`config.mk`:
```
export PLATFORM = sky130hd
export DESIGN_NAME = mask_palette_expander_top
export DESIGN_NICKNAME = d
export VERILOG_FILES = /design/src/hw/rtl/mpe_pkg.sv /design/src/hw/rtl/mask_palette_expander_top.sv /design/src/hw/rtl/mpe_front.sv /design/src/hw/rtl/mpe_queue.sv /design/src/hw/rtl/mpe_back.sv
export SDC_FILE = /design/constraint.sdc
export NUM_CORES = 1
export LEC_CHECK = 0
export BUFFER_PORTS_ARGS = -buffer_cell sky130_fd_sc_hd__clkbuf_2
export CORE_MARGIN = 10
export CORE_UTILIZATION = 60
export DETAILED_ROUTE_END_ITERATION = 10
export PLACE_DENSITY = 0.79
export SLEW_MARGIN = 20
export SYNTH_ARGS = -nofsm -noshare
export SYNTH_HDL_FRONTEND = slang
export SYNTH_SLANG_ARGS = --single-unit
```
`constraint.sdc`:
```
create_clock -name i_clk -period 4.8 [get_ports i_clk]
set_clock_uncertainty 0.2 [all_clocks]
set_input_delay 1.2 -clock i_clk [delete_from_list [all_inputs] [get_ports i_clk]]
set_output_delay 1.2 -clock i_clk [all_outputs]
set_load 0.1 [all_outputs]
```
`src/hw/rtl/mpe_pkg.sv`:
```
`timescale 1ns / 1ps
// ----------------------------------------------------------------------------
// Mask palette expander package
// Shared types, constants and the mask search function.
// ----------------------------------------------------------------------------
package mpe_pkg;

    localparam int PALETTES_PER_LINE = 3;
    localparam int WORD_W            = 16;
    localparam int POS_W             = 4;
    localparam int PAL_W             = 2;
    localparam int QUEUE_DEPTH       = 2;
    localparam logic [POS_W-1:0] LAST_POS = 4'd15;

    typedef struct packed {
        logic              is_header;
        logic [WORD_W-1:0] word;
    } t_cmd;

    typedef struct packed {
        logic [WORD_W-1:0] entry_value;
        logic [PAL_W-1:0]  palette_select;
        logic [POS_W-1:0]  entry_position;
        logic              line_done;
    } t_result;

    typedef struct packed {
        logic             found;
        logic [POS_W-1:0] idx;
    } t_search;

    // Lowest set mask bit at or above the given position, position fifteen excluded.
    function automatic t_search first_set(input logic [WORD_W-1:0] mask,
                                          input logic [POS_W:0]    from);
        t_search res;
        res.found = 1'b0;
        res.idx   = '0;
        for (int i = 0; i < WORD_W - 1; i++) begin
            if (!res.found && (5'(i) >= from) && mask[i]) begin
                res.found = 1'b1;
                res.idx   = POS_W'(i);
            end
        end
        return res;
    endfunction

endpackage

```
`src/hw/rtl/mask_palette_expander_top.sv`:
```
`timescale 1ns / 1ps
// ----------------------------------------------------------------------------
// Mask palette expander
// Expands mask-compressed scan-line palettes into tagged 16-bit entries.
// ----------------------------------------------------------------------------
// The queue and the output stage are registered between an accepted word and its first result.
// The expander gives one result per cycle while its output stage is empty or popped.
// A two-entry command queue lets input words be taken while the expander is busy.
// Reset is synchronous and clears the queue, the stream position and the output stage.
module mask_palette_expander_top #(
    parameter int P_PALETTES = mpe_pkg::PALETTES_PER_LINE
) (
    input  logic                            i_clk,
    input  logic                            i_rst_n,
    input  logic                            push,
    output logic                            full,
    input  logic [mpe_pkg::WORD_W-1:0]      i_word_in,
    input  logic                            pop,
    output logic                            empty,
    output logic [mpe_pkg::WORD_W-1:0]      o_entry_value,
    output logic [mpe_pkg::PAL_W-1:0]       o_palette_select,
    output logic [mpe_pkg::POS_W-1:0]       o_entry_position,
    output logic                            o_line_done
);

    mpe_pkg::t_cmd      front_cmd;
    mpe_pkg::t_cmd      queue_cmd;
    mpe_pkg::t_result   result;
    logic               accept;
    logic               queue_valid;
    logic               queue_pop;
    logic               out_valid;

    assign accept = push && !full;

    mpe_front u_front (
        .i_clk    (i_clk),
        .i_rst_n  (i_rst_n),
        .i_accept (accept),
        .i_word   (i_word_in),
        .o_cmd    (front_cmd)
    );

    mpe_queue u_queue (
        .i_clk   (i_clk),
        .i_rst_n (i_rst_n),
        .i_push  (push),
        .i_cmd   (front_cmd),
        .o_full  (full),
        .i_pop   (queue_pop),
        .o_valid (queue_valid),
        .o_cmd   (queue_cmd)
    );

    mpe_back #(
        .P_PALETTES (P_PALETTES)
    ) u_back (
        .i_clk       (i_clk),
        .i_rst_n     (i_rst_n),
        .i_cmd_valid (queue_valid),
        .i_cmd       (queue_cmd),
        .o_cmd_pop   (queue_pop),
        .i_pop       (pop),
        .o_valid     (out_valid),
        .o_result    (result)
    );

    assign empty            = !out_valid;
    assign o_entry_value    = result.entry_value;
    assign o_palette_select = result.palette_select;
    assign o_entry_position = result.entry_position;
    assign o_line_done      = result.line_done;

    a_done_on_last: assert property (@(posedge i_clk) disable iff (!i_rst_n)
        (!empty && o_line_done) |->
            (o_entry_position == mpe_pkg::LAST_POS) &&
            (o_palette_select == mpe_pkg::PAL_W'(P_PALETTES - 1)))
        else $error("line flag away from the last entry of the line");

    a_pal_range: assert property (@(posedge i_clk) disable iff (!i_rst_n)
        !empty |-> (int'(o_palette_select) < P_PALETTES))
        else $error("palette index out of range");

    a_last_zero: assert property (@(posedge i_clk) disable iff (!i_rst_n)
        (!empty && (o_entry_position == mpe_pkg::LAST_POS)) |-> (o_entry_value == '0))
        else $error("position fifteen carries a non-zero entry");

    a_wrap: assert property (@(posedge i_clk) disable iff (!i_rst_n)
        (!empty && pop && o_line_done) |=> (empty || (o_palette_select == '0)))
        else $error("palette index did not return to zero after a line");

endmodule

```
`src/hw/rtl/mpe_front.sv`:
```
`timescale 1ns / 1ps
// ----------------------------------------------------------------------------
// Mask palette expander front end
// Tracks the stream position and tags each accepted word as header or entry.
// ----------------------------------------------------------------------------
module mpe_front (
    input  logic                            i_clk,
    input  logic                            i_rst_n,
    input  logic                            i_accept,
    input  logic [mpe_pkg::WORD_W-1:0]      i_word,
    output mpe_pkg::t_cmd                   o_cmd
);

    logic                           r_awaiting;
    logic [mpe_pkg::WORD_W-1:0]     r_mask;
    logic [mpe_pkg::POS_W-1:0]      r_pos;
    logic                           n_awaiting;
    logic [mpe_pkg::WORD_W-1:0]     n_mask;
    logic [mpe_pkg::POS_W-1:0]      n_pos;
    mpe_pkg::t_search               search;

    always_comb begin
        n_awaiting = r_awaiting;
        n_mask     = r_mask;
        n_pos      = r_pos;
        if (r_awaiting) begin
            search = mpe_pkg::first_set(i_word, '0);
        end else begin
            search = mpe_pkg::first_set(r_mask, {1'b0, r_pos} + 5'd1);
        end
        if (i_accept) begin
            if (r_awaiting) begin
                n_mask = i_word;
            end
            n_awaiting = !search.found;
            n_pos      = search.found ? search.idx : '0;
        end
    end

    assign o_cmd.is_header = r_awaiting;
    assign o_cmd.word      = i_word;

    always_ff @(posedge i_clk) begin
        if (!i_rst_n) begin
            r_awaiting <= 1'b1;
            r_mask     <= '0;
            r_pos      <= '0;
        end else begin
            r_awaiting <= n_awaiting;
            r_mask     <= n_mask;
            r_pos      <= n_pos;
        end
    end

endmodule

```
`src/hw/rtl/mpe_queue.sv`:
```
`timescale 1ns / 1ps
// ----------------------------------------------------------------------------
// Mask palette expander command queue
// Short first-in first-out queue between the front end and the expander.
// ----------------------------------------------------------------------------
module mpe_queue (
    input  logic            i_clk,
    input  logic            i_rst_n,
    input  logic            i_push,
    input  mpe_pkg::t_cmd   i_cmd,
    output logic            o_full,
    input  logic            i_pop,
    output logic            o_valid,
    output mpe_pkg::t_cmd   o_cmd
);

    localparam int AW = $clog2(mpe_pkg::QUEUE_DEPTH);

    mpe_pkg::t_cmd  r_mem [mpe_pkg::QUEUE_DEPTH];
    logic [AW-1:0]  r_wr_ptr;
    logic [AW-1:0]  r_rd_ptr;
    logic [AW:0]    r_count;
    logic           do_push;
    logic           do_pop;

    assign o_full  = (r_count == (AW+1)'(mpe_pkg::QUEUE_DEPTH));
    assign o_valid = (r_count != '0);
    assign o_cmd   = r_mem[r_rd_ptr];
    assign do_push = i_push && !o_full;
    assign do_pop  = i_pop && o_valid;

    always_ff @(posedge i_clk) begin
        if (do_push) begin
            r_mem[r_wr_ptr] <= i_cmd;
        end
    end

    always_ff @(posedge i_clk) begin
        if (!i_rst_n) begin
            r_wr_ptr <= '0;
            r_rd_ptr <= '0;
            r_count  <= '0;
        end else begin
            if (do_push) begin
                r_wr_ptr <= (r_wr_ptr == AW'(mpe_pkg::QUEUE_DEPTH - 1)) ? '0 : r_wr_ptr + 1'b1;
            end
            if (do_pop) begin
                r_rd_ptr <= (r_rd_ptr == AW'(mpe_pkg::QUEUE_DEPTH - 1)) ? '0 : r_rd_ptr + 1'b1;
            end
            r_count <= r_count + (AW+1)'(do_push) - (AW+1)'(do_pop);
        end
    end

endmodule

```
`src/hw/rtl/mpe_back.sv`:
```
`timescale 1ns / 1ps
// ----------------------------------------------------------------------------
// Mask palette expander back end
// Expands queued commands into palette entries, one result per cycle while the output is empty or popped.
// ----------------------------------------------------------------------------
module mpe_back #(
    parameter int P_PALETTES = mpe_pkg::PALETTES_PER_LINE
) (
    input  logic                i_clk,
    input  logic                i_rst_n,
    input  logic                i_cmd_valid,
    input  mpe_pkg::t_cmd       i_cmd,
    output logic                o_cmd_pop,
    input  logic                i_pop,
    output logic                o_valid,
    output mpe_pkg::t_result    o_result
);

    localparam logic [mpe_pkg::PAL_W-1:0] LAST_PAL = mpe_pkg::PAL_W'(P_PALETTES - 1);

    logic                           r_busy;
    logic [mpe_pkg::WORD_W-1:0]     r_mask;
    logic [mpe_pkg::POS_W-1:0]      r_pos;
    logic [mpe_pkg::PAL_W-1:0]      r_pal;
    logic                           r_out_valid;
    mpe_pkg::t_result               r_out;
    logic                           n_busy;
    logic [mpe_pkg::WORD_W-1:0]     n_mask;
    logic [mpe_pkg::POS_W-1:0]      n_pos;
    logic [mpe_pkg::PAL_W-1:0]      n_pal;
    logic                           n_out_valid;
    mpe_pkg::t_result               n_out;

    always_comb begin
        logic                       adv;
        logic                       emit;
        logic [mpe_pkg::WORD_W-1:0] ev;
        logic [mpe_pkg::POS_W-1:0]  ep;
        logic [mpe_pkg::POS_W-1:0]  np;
        logic [mpe_pkg::WORD_W-1:0] cur_mask;
        n_busy      = r_busy;
        n_mask      = r_mask;
        n_pos       = r_pos;
        n_pal       = r_pal;
        n_out_valid = r_out_valid;
        n_out       = r_out;
        o_cmd_pop   = 1'b0;
        adv         = !r_out_valid || i_pop;
        emit        = 1'b0;
        ev          = '0;
        ep          = r_pos;
        np          = '0;
        cur_mask    = r_mask;
        if (adv) begin
            if (r_busy) begin
                emit = 1'b1;
            end else if (i_cmd_valid) begin
                o_cmd_pop = 1'b1;
                if (i_cmd.is_header) begin
                    cur_mask = i_cmd.word;
                    n_mask   = i_cmd.word;
                    n_pos    = '0;
                    ep       = '0;
                    emit     = !i_cmd.word[0];
                end else begin
                    emit = 1'b1;
                    ev   = i_cmd.word;
                end
            end
            n_out_valid = emit;
            if (emit) begin
                n_out.entry_value    = ev;
                n_out.palette_select = r_pal;
                n_out.entry_position = ep;
                n_out.line_done      = (ep == mpe_pkg::LAST_POS) && (r_pal == LAST_PAL);
                if (ep == mpe_pkg::LAST_POS) begin
                    n_pal  = (r_pal == LAST_PAL) ? '0 : r_pal + 1'b1;
                    n_busy = 1'b0;
                    n_pos  = '0;
                end else begin
                    np     = ep + 1'b1;
                    n_pos  = np;
                    n_busy = !((np != mpe_pkg::LAST_POS) && cur_mask[np]);
                end
            end
        end
    end

    assign o_valid  = r_out_valid;
    assign o_result = r_out;

    always_ff @(posedge i_clk) begin
        if (!i_rst_n) begin
            r_busy      <= 1'b0;
            r_mask      <= '0;
            r_pos       <= '0;
            r_pal       <= '0;
            r_out_valid <= 1'b0;
        end else begin
            r_busy      <= n_busy;
            r_mask      <= n_mask;
            r_pos       <= n_pos;
            r_pal       <= n_pal;
            r_out_valid <= n_out_valid;
        end
        r_out <= n_out;
    end

endmodule
```
# Word-level counts from Yosys, hierarchy flattened
# Memory sizes are Yosys's and may differ from the RTL's. A register that Yosys moved wholly into a read port is not among the register bits.
# Index checks and enable logic that the tools add are counted.
[word_totals]
memories = 1
input_bits = 20
reg_bits = 71
ram_bits = 34
out_inout_bits = 25
elab_cells = 217
[classes]
n_bitwise = 1
n_mux = 87
n_reduce_logical = 86
n_addsub = 7
order_cmp = 16
n_eq_ne = 4
[memory_table]
columns = ["name", "depth", "width", "rd", "rd_ports_with_merged_regs", "write_ports", "line", "rtl"]
rows = [
  ["u_queue.r_mem", 2, 17, 1, 1, 1, "mpe_queue.sv:19", "mpe_pkg::t_cmd r_mem [mpe_pkg::QUEUE_DEPTH];"],
]
[ops]
columns = ["operator", "n"]
rows = [
  ["$mux W5", 59],
  ["$mux W16", 4],
  ["$logic_and A1 B1 Y1", 47],
  ["$ge A4 B5 Y1 const A", 7],
  ["$logic_not A1 Y1", 33],
  ["$mux W4", 7],
  ["$ge A3 B5 Y1 const A", 4],
  ["$mux W1", 15],
  ["$ge A1 B5 Y1 const A", 2],
  ["$ge A2 B5 Y1 const A", 2],
  ["$add A4 B1 Y5 const B", 1],
  ["$lt A4 B5 Y1 const B", 1],
  ["$add A4 B1 Y4 const B", 1],
  ["$bmux W1 S4", 1],
  ["$eq A2 B2 Y1 const B", 2],
  ["$eq A4 B4 Y1 const B", 1],
  ["$ne A4 B4 Y1 const B", 1],
  ["$reduce_and A2 Y1", 2],
  ["$reduce_and A3 Y1", 1],
  ["$reduce_or A3 Y1", 1],
  ["$add A1 B1 Y1 const B", 2],
  ["$add A2 B1 Y2", 1],
  ["$add A2 B1 Y2 const B", 1],
  ["$mux W2", 1],
  ["other kinds (4)", 4],
]

# Longest topological paths before layout
# Gate-level depths: netlist of the first run.
[logic_depth]
word_depth = 76
ltp_mapped = 11
ltp_nobuf = 9

# By module
# Synthesis of the first run repeated with hierarchy kept, for this count alone.
[hier_totals]
cells_unflattened = 528
area_unflattened_um2 = 5440.2
[modules_own_cells]
columns = ["mod", "area_each_um2", "cells_each", "n_inst"]
rows = [
  ["mpe_back", 2150.8, 201, 1],
  ["mpe_front", 1754.2, 245, 1],
  ["mpe_queue", 1517.7, 80, 1],
  ["mask_palette_expander_top", 17.5, 2, 1],
]

# Worst setup path after synthesis of the first run
# No wires, ideal clock.
[synth_path]
kind = "input port to flip-flop"
startpoint = "in pop"
endpoint = "reg u_back.r_busy"
required_ns = 4.542
n_path_buf = 0
path_slack_ns = 1.415
setup_time_ns = 0.058
path_stages = 5
arrival_time_ns = 3.127
path_cell_list = "nor2_1 > nor2_1 > nand2_1 > a2111oi_0 > a211o_1"
[synth_via]
elab_chain_len = 2
[synth_rtl]
columns = ["element", "line", "rtl"]
rows = [
  ["from (decl)", "mask_palette_expander_top.sv:18", "input logic pop,"],
  ["$logic_or A1 B1 Y1", "mpe_back.sv:48", "adv = !r_out_valid || i_pop;"],
  ["$reduce_and A2 Y1 (no source line)", "-", ""],
  ["to (signal assigned)", "mpe_back.sv:100", "r_busy <= n_busy;"],
  ["to (decl)", "mpe_back.sv:21", "logic r_busy;"],
]
# No other way between the ends.
# A chain may end at the register's enable or synchronous reset.

==> results of run 1 <==
==> through the flow <==
stage	hold WS (ps)	power (uW)
4_1_cts	283	3670
2_1_floorplan	224	2860
3_5_place_dp	270	3180
5_1_grt	319	3850
6_report	284	3650
3_3_place_gp	259	3140
==> metal layers <==
metal,global-route usage,up-vias,share of wire
met4,0.0626,0,0.020
li1,-,1822,-
met5,0,-,0
met1,0.207,1802,0.42
met2,0.297,141,0.50
met3,0.0483,14,0.066
==> power breakdown <==
group	switching, uW	total, uW	internal, uW
Clock	305	497	192
Sequential	144	1400	1250
Combinational	1350	1760	414
==> flip-flops by register name (all words and copies together), names as in the netlist, named ones only <==
name and count:
u_queue.r_mem 34, u_back.o_result 23, u_back.r_mask 16, u_front.r_mask 15
u_back.r_pos 4, u_front.r_pos 4, u_back.r_pal 2, u_queue.r_count 2
u_back.o_valid 1, u_back.r_busy 1, u_front.r_awaiting 1, u_queue.r_rd_ptr 1
u_queue.r_wr_ptr 1
==> worst min path at each step <==
stage / startpoint / end / slack, ps / depth (start not counted)
6_report: u_front.r_mask[1]$_SDFFE_PN0P_ / u_front.r_mask[1]$_SDFFE_PN0P_ / 280 / 2
4_1_cts: u_front.r_mask[1]$_SDFFE_PN0P_ / u_front.r_mask[1]$_SDFFE_PN0P_ / 280 / 2
2_1_floorplan: u_front.r_awaiting$_SDFFE_PN1P_ / u_queue.r_mem[0][16]$_DFFE_PP_ / 220 / 0
3_5_place_dp: u_front.r_mask[1]$_SDFFE_PN0P_ / u_front.r_mask[1]$_SDFFE_PN0P_ / 270 / 2
5_1_grt: u_front.r_mask[2]$_SDFFE_PN0P_ / u_front.r_mask[2]$_SDFFE_PN0P_ / 320 / 2
3_3_place_gp: u_front.r_mask[1]$_SDFFE_PN0P_ / u_front.r_mask[1]$_SDFFE_PN0P_ / 260 / 2
==> layout make-up <==
cell class | instances | area [um2]
sequential | 106 | 2690
clock inverter | 7 | 51.3
clock buffer | 9 | 124
tap | 105 | 131
inverter | 16 | 60.1
fill | 641 | 2700
timing repair buffer | 48 | 250
multi-input combinational | 327 | 2210
==> cells by family after synthesis <==
| group | Yosys count | share of synthesized area |
|---|---|---|
| and+or+nand+nor | 173 | 0.173 |
| AOI/OAI and AO/OA | 110 | 0.166 |
| DFF | 106 | 0.532 |
| buffers and inverters | 42 | 0.0348 |
| muxes | 28 | 0.0610 |
| xor gates and xnor gates | 8 | 0.0138 |
| adders and majority gates | 8 | 0.0198 |
==> critical path, delay by kind of cell (launching register included) <==
family / cells / cell delay [ps]
buf+inv: 1 / 290
flops: 1 / 320
fa+ha+maj: 1 / 410
compound gates: 3 / 980
mux: 1 / 170
simple gates: 4 / 840
==> synth_stat cells, drive strengths merged, types with 7 or more instances <==
library cell | number | area [um2]
edfxtp | 57 | 1710
dfxtp | 49 | 981
nand2 | 46 | 173
nor2 | 40 | 150
mux2i | 23 | 230
a21boi | 21 | 158
nand3 | 20 | 100
inv | 16 | 60.1
o211a | 16 | 160
clkbuf | 15 | 57.6
a21oi | 14 | 70.1
buf | 11 | 58.8
nor2b | 11 | 68.8
nor3 | 9 | 50.1
o21ai | 9 | 45.0
and2 | 8 | 50.1
ha | 8 | 100
a31oi | 7 | 43.8
nand2b | 7 | 43.8
==> qor.yml, run 1 <==
status: "finished, final reports clean"
async_flop_share: 0
die_w_um: 112
wirelength_mm: 11.0
setup_viol: 0
reg2reg_slack_ps: 1550
cts_buffer_depth: 2
grt_max_degree: 52
final_max_slew_viol_count: 0
rsz0062_at_grt: "no"
yosysUniqueCellTypes: 65
clkLatencyLatePin_ps: 370
crit_path_top_delay_cell: "or3_4"
rr_worst_depth: 10
syn_area_um2: 5060
pre_cts_ws_ps: 1620
postCtsSetupRepairBufs: 0
startpoint_type: "flop"
antenna_left: 0
vias_per_cell: 6.11
peakVddDrop_v: 0.000286
crit_arrival_ps: 3360
ys_seq_area_frac: 0.532
mostFrequentLayoutCell: "edfxtp_1"
slew_headroom: 0.367
grt.total_usage: 0.175
postSynthAreaPerCell_um2: 10.7
cts_buffers: 9
grt-ovfl-total: 0
hold_buffers: 0
grt_pass1_vias: 3620
synth_seq_cells: 106
power_density_nw_per_um2: 663
gp_congestion: 0.907
drc_errors: 0
holdCritPathClass: "flop to flop"
synth_flop_cell: "edfxtp_1"
die_area_um2: 12500
dr.pass1.iters: 5
dp_cells: 602
layout_setup_ws_ps: 1550
numPortBuffers: 44
period_minus_slack_ps: 3250
cts_root_buffer: "clkbuf_8"
grt_pass1_wl_mm: 18.1
ios: 45
stdcell_count: 618
setup_tns_ps: 0
vias: 3779
synth_warnings: 0
crit_path_max_incr_delay_ps: 440
synthCells: 475
area_growth_pct: 8.89
worst_pin_slew_ps: 949
place_hpwl_mm: 7.90
placed_area_um2: 5340
drtIter0Drc: 269
critPathMaxFanout: 19
fmax_mhz: 308
htree_levels: 3
cts_resized: 0
crit_path_frequent_cell: "a2111oi_0"
period_share: 0.676
core-area_um2: 8220
finalHoldViolations: 0
die_height_um: 112
synth_nets: 503
stdcell_area_um2: 5520
cts.sinks: 106
insertedDiodeCount: 0
cp.required_ps: 4910
cts_tree: "done"
critical_path_class: "flop to flop"
finalNetCount: 536
critPathCapture: "u_back.r_busy$_SDFFE_PN0P_"
layout_common_cells: "57 x edfxtp_1, 49 x dfxtp_1, 46 x nand2_1, 44 x clkbuf_2, 38 x nor2_1"
endpoint_kind: "flop"
antenna_found_initial: 0
power_leakage_uw: 0.00217
synth_edf_count: 57
regToRegEndpoint: "u_back.r_busy$_SDFFE_PN0P_"
path_cells: "buf_4 > mux2i_1 > or3_4 > and2_1 > ha_1 > nor2b_1 > a2111oi_0 > nor3_1 > a2111oi_0 > a211o_1"
clkTransAtPathRegs_ps: 90
placementRows: 33
maxCapViolCount: 0
drive_above_1_share: 0.150
wl_per_cell_um: 17.7
start_util: 0.616
fin_util: 0.671
Note: power is estimated with default switching activity, not from simulation.
==> run 2, diff against run 1 <==
--- a/config.mk
+++ b/config.mk
@@ -5,11 +5,12 @@
 export SDC_FILE = /design/constraint.sdc
 export NUM_CORES = 1
 export LEC_CHECK = 0
+export ABC_AREA = 1
 export BUFFER_PORTS_ARGS = -buffer_cell sky130_fd_sc_hd__clkbuf_2
 export CORE_MARGIN = 10
-export CORE_UTILIZATION = 60
+export CORE_UTILIZATION = 59
 export DETAILED_ROUTE_END_ITERATION = 10
-export PLACE_DENSITY = 0.79
+export PLACE_DENSITY = 0.78
 export SLEW_MARGIN = 20
 export SYNTH_ARGS = -nofsm -noshare
 export SYNTH_HDL_FRONTEND = slang
==> constraint.sdc (replaced) <==
create_clock -name i_clk -period 3.3 [get_ports i_clk]
set_clock_uncertainty 0.2 [all_clocks]
set_input_delay 0.825 -clock i_clk [delete_from_list [all_inputs] [get_ports i_clk]]
set_output_delay 0.825 -clock i_clk [all_outputs]
set_load 0.1 [all_outputs]
==> qor.yml, run 2 <==
synth_flop_cell: "edfxtp_1"
synthCells: 536  # +13%
power_density_nw_per_um2: 1010  # +53%
cts_buffer_depth: 2  # unchanged
synth_nets: 564  # +12%
cts_tree: "done"
cts.sinks: 106  # unchanged
dr.pass1.iters: 6  # +1
final_max_slew_viol_count: 0  # unchanged
placementRows: 33  # unchanged
wl_per_cell_um: 16.2  # -8.4%
die_height_um: 112  # -0.17%
drive_above_1_share: 0.175  # +0.0245
layout_setup_ws_ps: 430  # -1120 ps
startpoint_type: "flop"
synth_edf_count: 57  # unchanged
vias_per_cell: 5.75  # -5.9%
grt-ovfl-total: 0  # unchanged
finalNetCount: 613  # +14%
insertedDiodeCount: 0  # unchanged
power_leakage_uw: 0.00228  # +4.9%
setup_viol: 0  # unchanged
endpoint_kind: "flop"
finalHoldViolations: 0  # unchanged
antenna_left: 0  # unchanged
hold_buffers: 0  # unchanged
grt.total_usage: 0.178  # +0.00246
cts_buffers: 9  # unchanged
status: "finished, final reports clean"
gp_congestion: 0.888  # -2.1%
async_flop_share: 0  # unchanged
largest_register_ffs: 34  # unchanged
antenna_found_initial: 0  # unchanged
syn_area_um2: 4960  # -2.1%
worst_pin_slew_ps: 637  # -312 ps
yosysMostFrequentCell: "nand2_1"
ys_seq_area_frac: 0.543  # +0.0113
fillers: 662  # +3.3%
grt_pass1_wl_mm: 18.4  # +2.0%
slew_headroom: 0.573  # +0.205
synth_warnings: 0  # unchanged
cp.required_ps: 3360  # -1550 ps
drtIter0Drc: 289  # +7.4%
postCtsSetupRepairBufs: 0  # unchanged
clkLatencyLatePin_ps: 370  # about the same
fmax_mhz: 348  # +13%
period_share: 0.870  # +0.193
top_register: "u_queue.r_mem"
ios: 45  # unchanged
place_hpwl_mm: 8.47  # +7.1%
synthTopCellsByCount: "75 x nand2_1, 70 x nor2_1, 64 x inv_1"
crit_arrival_ps: 2930  # -430 ps
vias: 3999  # +5.8%
holdCritPathClass: "flop to flop"
synth_seq_cells: 106  # unchanged
grt_max_degree: 36  # -31%
setup_tns_ps: 0  # unchanged
core-area_um2: 8220  # unchanged
pre_cts_ws_ps: 305  # -1320 ps
wirelength_mm: 11.3  # +3.0%
start_util: 0.604  # -0.0128
grt_pass1_vias: 3906  # +7.9%
yosysUniqueCellTypes: 40  # -38%
layout_common_cells: "75 x nand2_1, 68 x nor2_1, 64 x inv_1, 57 x edfxtp_1, 49 x dfxtp_1"
synth_top_area_share: 0.345  # +0.00716
cts_root_buffer: "clkbuf_8"
area_growth_pct: 11.7
power_uw: 5600  # +53%
die_w_um: 112  # -0.17%
critical_path_class: "flop to flop"
numPortBuffers: 44  # unchanged
die_area_um2: 12500  # -0.34%
drc_errors: 0  # unchanged
mostFrequentLayoutCell: "nand2_1"
htree_levels: 3  # unchanged
period_minus_slack_ps: 2870  # -377 ps
peakVddDrop_v: 0.000485  # +70%
maxCapViolCount: 0  # unchanged
yosysTopAreaCell: "edfxtp_1"
rsz0062_at_grt: "no"
whs_ps: 271  # -12.8 ps
clkTransAtPathRegs_ps: 100  # about the same
critPathMaxFanout: 16  # -3
yosys-top-cells-area: "edfxtp_1 35%, dfxtp_1 20%, nand2_1 5.7%"
postSynthAreaPerCell_um2: 9.25  # -13%
cts_resized: 0  # unchanged
-- run 2: path summary, 6_finish.rpt --
path	startpoint	end	slack, ps	cells past startpoint
worst max-delay path	u_queue.r_mem[0][16]$_DFFE_PP_	u_back.r_busy$_SDFFE_PN0P_	430	12
worst min-delay path	u_back.r_pal[1]$_SDFFE_PN0P_	u_back.o_result[6]$_DFFE_PP_	270	0
worst max register to register	u_queue.r_mem[0][16]$_DFFE_PP_	u_back.r_busy$_SDFFE_PN0P_	430	12
worst min register to register	u_back.r_pal[1]$_SDFFE_PN0P_	u_back.o_result[6]$_DFFE_PP_	270	0
-- run 2: kinds of logic (layout without fill, tap and decap cells) --
| logic type | count (synthesis) | in the layout | synth area share |
|---|---|---|---|
| simple gates | 220 | 220 | 0.210 |
| flops | 106 | 106 | 0.543 |
| compound gates | 101 | 101 | 0.129 |
| buf+inv | 85 | 139 | 0.0661 |
| mux | 15 | 15 | 0.0303 |
| fa+ha+maj | 8 | 8 | 0.0202 |
| xor+xnor | 1 | 1 | 0.00177 |
-- run 2: per-stage QoR --
stage           util  std cells  instance area (um2)
5_1_grt        0.674        695                 5540
3_5_place_dp   0.648        679                 5330
2_1_floorplan      -        536                 4960
3_3_place_gp   0.648        679                 5330
6_report       0.674        695                 5540
4_1_cts        0.674        695                 5540
-- run 2: final cells by class --
type                       count  area, um2  area share
sequential                   106       2690       0.486
multi-input combinational    345       1940       0.351
timing repair buffer          54        295      0.0533
inverter                      69        264      0.0477
clock buffer                  11        163      0.0294
tap                          105        131      0.0237
clock inverter                 5       48.8     0.00881
-- run 2: power breakdown --
group / internal [uW] / switching [uW] / total (uW)
clock: 359 / 462 / 821
combinational: 576 / 2200 / 2780
sequential: 1830 / 171 / 2000
total: 2770 / 2830 / 5600
-- run 2: per-layer routing --
layer | GRT usage | part of all wire | vias up
met4 | 0.0728 | 0.028 | 0
met5 | 0 | 0 | -
met2 | 0.281 | 0.46 | 172
met1 | 0.226 | 0.43 | 1847
met3 | 0.0456 | 0.084 | 30
li1 | - | - | 1950
-- run 2: worst max-delay path, cell delays in order, from the launching register on --
cell	delay, ps
edfxtp_1	380
o21ai_1	280
inv_1	70
nand2_1	140
inv_1	230
nor2_1	240
ha_1	340
inv_1	180
o311ai_0	200
o221ai_1	240
nand3_1	110
nand3_1	100
a21oi_1	60
